[src/rtl/hlfd_pkg.sv]
package hlfd_pkg;

	localparam int BYTE_BITS = 8;
	localparam int WORD_BITS = 32;
	localparam int LEN_BITS  = 21;

	localparam logic [WORD_BITS-1:0] HEADER_RESET      = 32'hBEEFFACE;
	localparam logic [WORD_BITS-1:0] FOOTER_RESET      = 32'hBAADF00D;
	localparam logic [LEN_BITS-1:0]  MAX_PAYLOAD_RESET = 21'd1000000;
	localparam logic [WORD_BITS-1:0] OVERHEAD_BYTES    = 32'd12;

	localparam logic [1:0] CFG_HEADER      = 2'd0;
	localparam logic [1:0] CFG_FOOTER      = 2'd1;
	localparam logic [1:0] CFG_MAX_PAYLOAD = 2'd2;

	localparam logic [1:0] EV_PAYLOAD  = 2'd0;
	localparam logic [1:0] EV_GOOD     = 2'd1;
	localparam logic [1:0] EV_BAD_FOOT = 2'd2;
	localparam logic [1:0] EV_BAD_LEN  = 2'd3;

	typedef struct packed {
		logic [WORD_BITS-1:0] header_word;
		logic [WORD_BITS-1:0] footer_word;
		logic [LEN_BITS-1:0]  max_payload;
	} cfg_t;

	typedef struct packed {
		logic [1:0]           event_kind;
		logic [BYTE_BITS-1:0] payload_byte;
		logic [LEN_BITS-1:0]  position;
		logic [LEN_BITS-1:0]  frame_payload_length;
	} res_t;

endpackage

[src/rtl/hlfd_in_if.sv]
interface hlfd_in_if;
	logic                          valid;
	logic                          ready;
	logic [hlfd_pkg::BYTE_BITS-1:0] rx_byte;

	modport source(output valid, output rx_byte, input ready);
	modport sink(input valid, input rx_byte, output ready);
endinterface

[src/rtl/hlfd_out_if.sv]
interface hlfd_out_if #(
	parameter int INDEX_BITS = 20
);
	logic                           valid;
	logic                           ready;
	logic [1:0]                     event_kind;
	logic [hlfd_pkg::BYTE_BITS-1:0] payload_byte;
	logic [INDEX_BITS-1:0]          byte_index;
	logic [hlfd_pkg::LEN_BITS-1:0]  frame_payload_length;

	modport source(output valid, output event_kind, output payload_byte,
		output byte_index, output frame_payload_length, input ready);
	modport sink(input valid, input event_kind, input payload_byte,
		input byte_index, input frame_payload_length, output ready);
endinterface

[src/rtl/hlfd_cfg_regs.sv]
module hlfd_cfg_regs (
	input  logic                           clk,
	input  logic                           arst_n,
	input  logic                           cfg_we,
	input  logic [1:0]                     cfg_index,
	input  logic [hlfd_pkg::WORD_BITS-1:0] cfg_wdata,
	output hlfd_pkg::cfg_t                 cfg
);
	import hlfd_pkg::*;

	cfg_t cfg_q;

	always_ff @(posedge clk or negedge arst_n) begin
		if (!arst_n) begin
			cfg_q.header_word <= HEADER_RESET;
			cfg_q.footer_word <= FOOTER_RESET;
			cfg_q.max_payload <= MAX_PAYLOAD_RESET;
		end else if (cfg_we) begin
			unique case (cfg_index)
				CFG_HEADER:      cfg_q.header_word <= cfg_wdata;
				CFG_FOOTER:      cfg_q.footer_word <= cfg_wdata;
				CFG_MAX_PAYLOAD: cfg_q.max_payload <= cfg_wdata[LEN_BITS-1:0];
				default: ;
			endcase
		end
	end

	assign cfg = cfg_q;
endmodule

[src/rtl/hlfd_parser.sv]
module hlfd_parser (
	input  logic                           clk,
	input  logic                           arst_n,
	input  hlfd_pkg::cfg_t                 cfg,
	input  logic                           in_fire,
	input  logic [hlfd_pkg::BYTE_BITS-1:0] rx_byte,
	output logic                           res_vld,
	output hlfd_pkg::res_t                 res
);
	import hlfd_pkg::*;

	localparam logic [1:0] MODE_HUNT    = 2'd0;
	localparam logic [1:0] MODE_LENGTH  = 2'd1;
	localparam logic [1:0] MODE_PAYLOAD = 2'd2;
	localparam logic [1:0] MODE_FOOTER  = 2'd3;
	localparam logic [1:0] FIELD_LAST   = 2'd3;

	logic [1:0]           mode_q, mode_d;
	logic [WORD_BITS-1:0] window_q, window_d;
	logic [1:0]           cnt_q, cnt_d;
	logic [LEN_BITS-1:0]  plen_q, plen_d;
	logic [LEN_BITS-1:0]  ppos_q, ppos_d;

	logic [WORD_BITS-1:0] win_next;
	logic [WORD_BITS-1:0] diff;
	logic                 len_bad;
	logic [LEN_BITS-1:0]  pos_inc;

	assign win_next = {rx_byte, window_q[WORD_BITS-1:BYTE_BITS]};
	assign diff     = win_next - OVERHEAD_BYTES;
	assign len_bad  = (win_next < OVERHEAD_BYTES) || (diff[WORD_BITS-1:LEN_BITS] != '0)
		|| (diff[LEN_BITS-1:0] > cfg.max_payload);
	assign pos_inc  = ppos_q + 1'b1;

	always_comb begin
		mode_d   = mode_q;
		window_d = window_q;
		cnt_d    = cnt_q;
		plen_d   = plen_q;
		ppos_d   = ppos_q;
		res_vld  = 1'b0;
		res      = '0;
		unique case (mode_q)
			MODE_HUNT: begin
				window_d = win_next;
				if (cnt_q != FIELD_LAST) begin
					cnt_d = cnt_q + 1'b1;
				end else if (win_next == cfg.header_word) begin
					mode_d   = MODE_LENGTH;
					window_d = '0;
					cnt_d    = '0;
				end
			end
			MODE_LENGTH: begin
				window_d = win_next;
				if (cnt_q != FIELD_LAST) begin
					cnt_d = cnt_q + 1'b1;
				end else if (len_bad) begin
					mode_d         = MODE_HUNT;
					window_d       = '0;
					cnt_d          = '0;
					res_vld        = 1'b1;
					res.event_kind = EV_BAD_LEN;
				end else begin
					plen_d   = diff[LEN_BITS-1:0];
					ppos_d   = '0;
					window_d = '0;
					cnt_d    = '0;
					mode_d   = (diff[LEN_BITS-1:0] == '0) ? MODE_FOOTER : MODE_PAYLOAD;
				end
			end
			MODE_PAYLOAD: begin
				res_vld                  = 1'b1;
				res.event_kind           = EV_PAYLOAD;
				res.payload_byte         = rx_byte;
				res.position             = ppos_q;
				res.frame_payload_length = plen_q;
				ppos_d                   = pos_inc;
				if (pos_inc >= plen_q) begin
					mode_d   = MODE_FOOTER;
					window_d = '0;
					cnt_d    = '0;
				end
			end
			MODE_FOOTER: begin
				window_d = win_next;
				if (cnt_q != FIELD_LAST) begin
					cnt_d = cnt_q + 1'b1;
				end else begin
					mode_d                   = MODE_HUNT;
					window_d                 = '0;
					cnt_d                    = '0;
					res_vld                  = 1'b1;
					res.event_kind           = (win_next == cfg.footer_word) ? EV_GOOD
						: EV_BAD_FOOT;
					res.frame_payload_length = plen_q;
				end
			end
			default: ;
		endcase
	end

	always_ff @(posedge clk or negedge arst_n) begin
		if (!arst_n) begin
			mode_q   <= MODE_HUNT;
			window_q <= '0;
			cnt_q    <= '0;
			plen_q   <= '0;
			ppos_q   <= '0;
		end else if (in_fire) begin
			mode_q   <= mode_d;
			window_q <= window_d;
			cnt_q    <= cnt_d;
			plen_q   <= plen_d;
			ppos_q   <= ppos_d;
		end
	end
endmodule

[src/rtl/hlfd_out_reg.sv]
module hlfd_out_reg #(
	parameter int INDEX_BITS = 20
) (
	input  logic                           clk,
	input  logic                           arst_n,
	input  logic                           in_fire,
	input  logic                           res_vld,
	input  hlfd_pkg::res_t                 res,
	input  logic                           out_ready,
	output logic                           in_ready,
	output logic                           out_valid,
	output logic [1:0]                     event_kind,
	output logic [hlfd_pkg::BYTE_BITS-1:0] payload_byte,
	output logic [INDEX_BITS-1:0]          byte_index,
	output logic [hlfd_pkg::LEN_BITS-1:0]  frame_payload_length
);
	import hlfd_pkg::*;

	logic                  vld_q;
	res_t                  res_q;

	assign in_ready = !vld_q || out_ready;

	always_ff @(posedge clk or negedge arst_n) begin
		if (!arst_n) begin
			vld_q <= 1'b0;
		end else if (in_fire) begin
			vld_q <= res_vld;
		end else if (out_ready) begin
			vld_q <= 1'b0;
		end
	end

	always_ff @(posedge clk) begin
		if (in_fire && res_vld) begin
			res_q <= res;
		end
	end

	assign out_valid            = vld_q;
	assign event_kind           = res_q.event_kind;
	assign payload_byte         = res_q.payload_byte;
	assign frame_payload_length = res_q.frame_payload_length;

	generate
		if (INDEX_BITS <= LEN_BITS) begin : g_idx_trunc
			assign byte_index = res_q.position[INDEX_BITS-1:0];
		end else begin : g_idx_ext
			assign byte_index = {{(INDEX_BITS-LEN_BITS){1'b0}}, res_q.position};
		end
	endgenerate
endmodule

[src/rtl/header_length_footer_deframer_unit.sv]
// A result is registered when its byte is accepted and shows on evt in the next cycle.
// Throughput: one byte per cycle; ready drops only while a result waits unread.
// Bytes that produce no result still advance the parser state.
// Reset (arst_n low, async): header hunting, window and counters cleared,
// registers back to 0xBEEFFACE / 0xBAADF00D / 1000000, no result pending.
module header_length_footer_deframer_unit #(
	parameter int PAYLOAD_INDEX_BITS = 20
) (
	input  logic                           clk,
	input  logic                           arst_n,
	hlfd_in_if.sink                        rx,
	hlfd_out_if.source                     evt,
	input  logic                           cfg_we,
	input  logic [1:0]                     cfg_index,
	input  logic [hlfd_pkg::WORD_BITS-1:0] cfg_wdata
);
	import hlfd_pkg::*;

	cfg_t cfg;
	logic in_ready;
	logic in_fire;
	logic res_vld;
	res_t res;

	assign in_fire  = rx.valid && in_ready;
	assign rx.ready = in_ready;

	hlfd_cfg_regs u_cfg (
		.clk       (clk),
		.arst_n    (arst_n),
		.cfg_we    (cfg_we),
		.cfg_index (cfg_index),
		.cfg_wdata (cfg_wdata),
		.cfg       (cfg)
	);

	hlfd_parser u_parser (
		.clk     (clk),
		.arst_n  (arst_n),
		.cfg     (cfg),
		.in_fire (in_fire),
		.rx_byte (rx.rx_byte),
		.res_vld (res_vld),
		.res     (res)
	);

	hlfd_out_reg #(
		.INDEX_BITS (PAYLOAD_INDEX_BITS)
	) u_out (
		.clk                  (clk),
		.arst_n               (arst_n),
		.in_fire              (in_fire),
		.res_vld              (res_vld),
		.res                  (res),
		.out_ready            (evt.ready),
		.in_ready             (in_ready),
		.out_valid            (evt.valid),
		.event_kind           (evt.event_kind),
		.payload_byte         (evt.payload_byte),
		.byte_index           (evt.byte_index),
		.frame_payload_length (evt.frame_payload_length)
	);
endmodule

[src/flat_wrapper.sv]
// flat-port wrapper written by rule: the top's interface ports become plain ports
module header_length_footer_deframer_unit_flat import hlfd_pkg::*;
#(
	parameter int PAYLOAD_INDEX_BITS = 20
)
  (clk, arst_n, cfg_we, cfg_index, cfg_wdata, rx_valid, rx_rx_byte, rx_ready, evt_valid, evt_event_kind, evt_payload_byte, evt_byte_index, evt_frame_payload_length, evt_ready);
  hlfd_in_if rx_i ();
  hlfd_out_if evt_i ();
  input  logic clk;
  input  logic arst_n;
  input  logic cfg_we;
  input  logic [1:0] cfg_index;
  input  logic [hlfd_pkg::WORD_BITS-1:0] cfg_wdata;
  input wire logic [$bits(rx_i.valid)-1:0] rx_valid;
  input wire logic [$bits(rx_i.rx_byte)-1:0] rx_rx_byte;
  output wire logic [$bits(rx_i.ready)-1:0] rx_ready;
  output wire logic [$bits(evt_i.valid)-1:0] evt_valid;
  output wire logic [$bits(evt_i.event_kind)-1:0] evt_event_kind;
  output wire logic [$bits(evt_i.payload_byte)-1:0] evt_payload_byte;
  output wire logic [$bits(evt_i.byte_index)-1:0] evt_byte_index;
  output wire logic [$bits(evt_i.frame_payload_length)-1:0] evt_frame_payload_length;
  input wire logic [$bits(evt_i.ready)-1:0] evt_ready;
  assign rx_i.valid = rx_valid;
  assign rx_i.rx_byte = rx_rx_byte;
  assign rx_ready = rx_i.ready;
  assign evt_valid = evt_i.valid;
  assign evt_event_kind = evt_i.event_kind;
  assign evt_payload_byte = evt_i.payload_byte;
  assign evt_byte_index = evt_i.byte_index;
  assign evt_frame_payload_length = evt_i.frame_payload_length;
  assign evt_i.ready = evt_ready;
  header_length_footer_deframer_unit #(.PAYLOAD_INDEX_BITS(PAYLOAD_INDEX_BITS)) u_core (.clk(clk), .arst_n(arst_n), .rx(rx_i), .evt(evt_i), .cfg_we(cfg_we), .cfg_index(cfg_index), .cfg_wdata(cfg_wdata));
endmodule
[config.mk]
export PLATFORM = sky130hd
export DESIGN_NAME = header_length_footer_deframer_unit_flat
export DESIGN_NICKNAME = d
export VERILOG_FILES = /design/src/rtl/hlfd_pkg.sv /design/src/rtl/hlfd_in_if.sv /design/src/rtl/hlfd_out_if.sv /design/src/rtl/hlfd_cfg_regs.sv /design/src/rtl/hlfd_parser.sv /design/src/rtl/hlfd_out_reg.sv /design/src/rtl/header_length_footer_deframer_unit.sv /design/src/flat_wrapper.sv
export SDC_FILE = /design/constraint.sdc
export NUM_CORES = 1
export LEC_CHECK = 0
export BUFFER_PORTS_ARGS = -buffer_cell sky130_fd_sc_hd__buf_4
export CAP_MARGIN = 20
export CORE_UTILIZATION = 50
export DETAILED_ROUTE_END_ITERATION = 10
export GPL_TIMING_DRIVEN = 0
export PLACE_DENSITY = 0.69
export SYNTH_ARGS = -nofsm -noshare
export SYNTH_HDL_FRONTEND = slang
export SYNTH_SLANG_ARGS = --single-unit
[constraint.sdc]
create_clock -name clk -period 15.1 [get_ports clk]
set_input_delay 0 -clock clk [delete_from_list [all_inputs] [get_ports clk]]
set_output_delay 0 -clock clk [all_outputs]
set_load 0.01 [all_outputs]
==> qor.yml <==
setup-violations-final: 0
wl_per_cell_um: 18.8
ys_seq_area_frac: 0.504
layout.cells.non_filler: 1434
antenna_left: 0
synthesis.area_mm2: 0.0109
rsz0062_at_grt: "no"
ys.flop_type: "dfrtp_1"
worst_slack_ns: 9.74
crit_path_end_kind: "flop"
first_pass_iters: 6
grt_pass1_vias: 8015
die_h_um: 150
syn_nets: 1062
syn_inst: 969
ys_types: 59
port_buffers: 97
place_inst: 1346
fmax_ghz: 0.187
synth_top_family_by_area: "simple AND/OR/NAND/NOR gates"
drt_wl_total_mm: 26.9
routed_via_density: 5.46
dieWidth_um: 150
critPathRequiredTime_ns: 15.32
dp_hpwl_mm: 19.7
fin_util: 0.628
synth_xor_area_frac: 0.0804
clk_latency_ns: 0.51
rows: 53
fin_setup_tns_ns: 0
drv_slew: 0
layout-drive-gt1-share: 0.268
cpMaxStageDelayCell: "or3_1"
overflow: 0
drc: 0
clk_pin_slew_worst_paths_ns: 0.06
cts_made_buffers: 23
cts_max_path_buffers: 3
die_area_mm2: 0.0224
yosys_register_bits: 207
critPathMaxFanout: 15
fin_crit_sh: 0.355
cts_resized: 0
critPathMaxStageDelay_ns: 0.54
fill_cells: 1716
critPathLaunchType: "flop"
regArea_mm2: 0.00550
fin_crit_ns: 5.36
clock_sinks: 207
vias: 7824
hold_violations: 0
crit_path_cell_trace: "clkbuf_1, or3_1, or4_1, buf_2, nor4_1, xor2_1, ha_1, nand4_1, nor3_1, a21oi_1, nand4_1, o22ai_1, nand4b_4, a21oi_1, nor3_2, buf_6, buf_6, buf_6"
tightest_slew_ns: 0.837
cap_viol_max_count: 0
skew_ns: 0.00873
ys_warn_count: 0
gp_congestion: 0.892
synth_edf_count: 51
clock-root-buffer: "clkbuf_16"
synthAdderAreaFrac: 0.0528
initial_core_util: 0.513
syn_area_per_cell_um2: 11.2
outcome: "finished, final reports clean"
fin_hold_ws_ns: 0.0521
crit_type: "reg2reg"
coreArea_mm2: 0.0212
grt_max_degree: 91
synth_compound_area_frac: 0.0579
crit_top_cell: "buf_6"
antenna_found_initial: 0
n_antenna_cell: 0
critPathArrivalTime_ns: 5.58
cts_tree: "done"
layout.nets: 1235
synth_mux_area_frac: 0.117
leakage_uw: 0.00577
multi_input_area_mm2: 0.00496
slew-limit-headroom: 0.441
synth-simple-area-share: 0.147
preCtsSetupSlack_ns: 9.79
r2r_cells: 18
io_pins: 100
synthArstFlopShare: 0.754
grt_pass1_wl_mm: 43.0
syn2layout_area_growth_pct: 22.3
grt_usage: 0.251
drt_first_iter_violations: 539
hp-class: "in2async"
vdd_drop_max_uv: 93.8
power_density_mw_per_mm2: 120
htree_levels: 1
power breakdown:
group | internal (uW) | total, uW | switching (uW)
logic | 146 | 315 | 169
registers | 651 | 692 | 41.2
clock network | 378 | 599 | 221
worst max-delay path: cells and delay by family, from the launching register on:
| kind | cells | cell delay, ns |
|---|---|---|
| adders and majority gates | 1 | 0.21 |
| AOI/OAI and AO/OA | 3 | 0.44 |
| buffers and inverters | 5 | 1.06 |
| and+or+nand+nor | 8 | 2.60 |
| xor gates and xnor gates | 1 | 0.38 |
| DFF | 1 | 0.36 |
cells in the mapped netlist (3+ instances only):
cell type | n | area (um2)
a211oi_1 | 3 | 22.5
a21o_1 | 10 | 75.1
a21oi_1 | 18 | 90.1
and2_1 | 46 | 288
and3_1 | 4 | 25.0
buf_2 | 3 | 15.0
clkbuf_1 | 46 | 173
dfrtp_1 | 108 | 2700
dfstp_2 | 48 | 1260
edfxtp_1 | 51 | 1530
ha_1 | 46 | 576
inv_1 | 50 | 188
mux2_2 | 87 | 980
mux2_4 | 18 | 270
nand2_1 | 101 | 379
nand2b_1 | 8 | 50.1
nand3_1 | 17 | 85.1
nand3b_1 | 3 | 22.5
nand4_1 | 32 | 200
nor2_1 | 26 | 97.6
nor2b_1 | 8 | 50.1
nor3_1 | 12 | 60.1
nor4_1 | 13 | 81.3
o211ai_1 | 6 | 45.0
o21a_1 | 3 | 22.5
o21ai_0 | 47 | 235
o31ai_1 | 4 | 30.0
or2_2 | 4 | 25.0
or3_1 | 7 | 43.8
or4_1 | 5 | 37.5
or4_4 | 3 | 33.8
xnor2_1 | 80 | 701
xor2_1 | 20 | 175
stage by stage:
stage,cell area [um2],total power (uW)
after detailed placement,12000,1000
after global placement,12000,993
after global routing,13300,1680
after floorplan,10900,902
final,13300,1610
after CTS,13300,1620
registers in the layout (all words and copies together) (netlist names), named ones only:
| register | cells |
|---|---|
| u_core.u_cfg.cfg | 85 |
| u_core.u_out.byte_index | 20 |
| u_core.u_out.event_kind | 2 |
| u_core.u_out.frame_payload_length | 21 |
| u_core.u_out.out_valid | 1 |
| u_core.u_out.payload_byte | 8 |
| u_core.u_parser.cnt_q | 2 |
| u_core.u_parser.mode_q | 1 |
| u_core.u_parser.plen_q | 21 |
| u_core.u_parser.ppos_q | 21 |
| u_core.u_parser.window_q | 24 |
logic make-up (layout without fill, tap and decap cells):
group | count (synthesis) | in the layout
mux | 107 | 107
fa+ha+maj | 46 | 46
flops | 207 | 207
xor+xnor | 100 | 100
simple gates | 299 | 299
buf+inv | 106 | 296
compound gates | 104 | 104
routing by layer:
layer / routed length [um] / up-vias / GRT usage
met1: 11100 / 3803 / 0.313
met5: 0 / - / 0
li1: - / 3717 / -
met4: 1140 / 0 / 0.112
met2: 13400 / 238 / 0.431
met3: 1310 / 66 / 0.0366
placed cells by master, fill, tap and decap left out, drive strengths merged, types with 4 or more instances in the layout:
cell / n
nand4: 32
o211ai: 6
nor3: 12
and3: 4
nor2b: 8
dlygate4sd3: 46
or2: 4
and2: 46
inv: 51
nand2: 101
edfxtp: 51
a21oi: 18
nor4: 13
o31ai: 4
dfrtp: 108
bufinv: 4
or4: 8
nand3: 17
buf: 112
mux2: 105
nor2: 26
a21o: 10
nand2b: 8
or3: 7
ha: 46
xor2: 20
xnor2: 80
clkbuf: 80
o21ai: 48
dfstp: 48
layout make-up:
cell class,count,area share
Buffer,56,0.0195
Clock buffer,34,0.0508
Clock inverter,8,0.0108
Inverter,50,0.0141
Multi-Input combinational cell,656,0.372
Sequential cell,207,0.412
Tap cell,275,0.0258
Timing Repair Buffer,148,0.0949
worst paths after layout:
kind / startpoint / end / slack, ns
max: u_core.u_parser.window_q[16] / u_core.u_out.frame_payload_length[15] / 9.74
min: arst_n / u_core.u_cfg.cfg[51] / 0.05
max reg2reg: u_core.u_parser.window_q[16] / u_core.u_out.frame_payload_length[15] / 9.74
min reg2reg: u_core.u_cfg.cfg[12] / u_core.u_cfg.cfg[12] / 0.51
max in group asynchronous: arst_n / u_core.u_cfg.cfg[17] / 14.19
min in group clk: cfg_we / u_core.u_cfg.cfg[53] / 0.10
repair_timing:
| item | 4_1_cts | 5_1_grt |
|---|---|---|
| hold endpoints to repair | 167 | 0 |
| hold buffers | 46 | 0 |
| buffers inserted | 0 | 0 |
No activity file was read; power rests on OpenSTA's default activity.
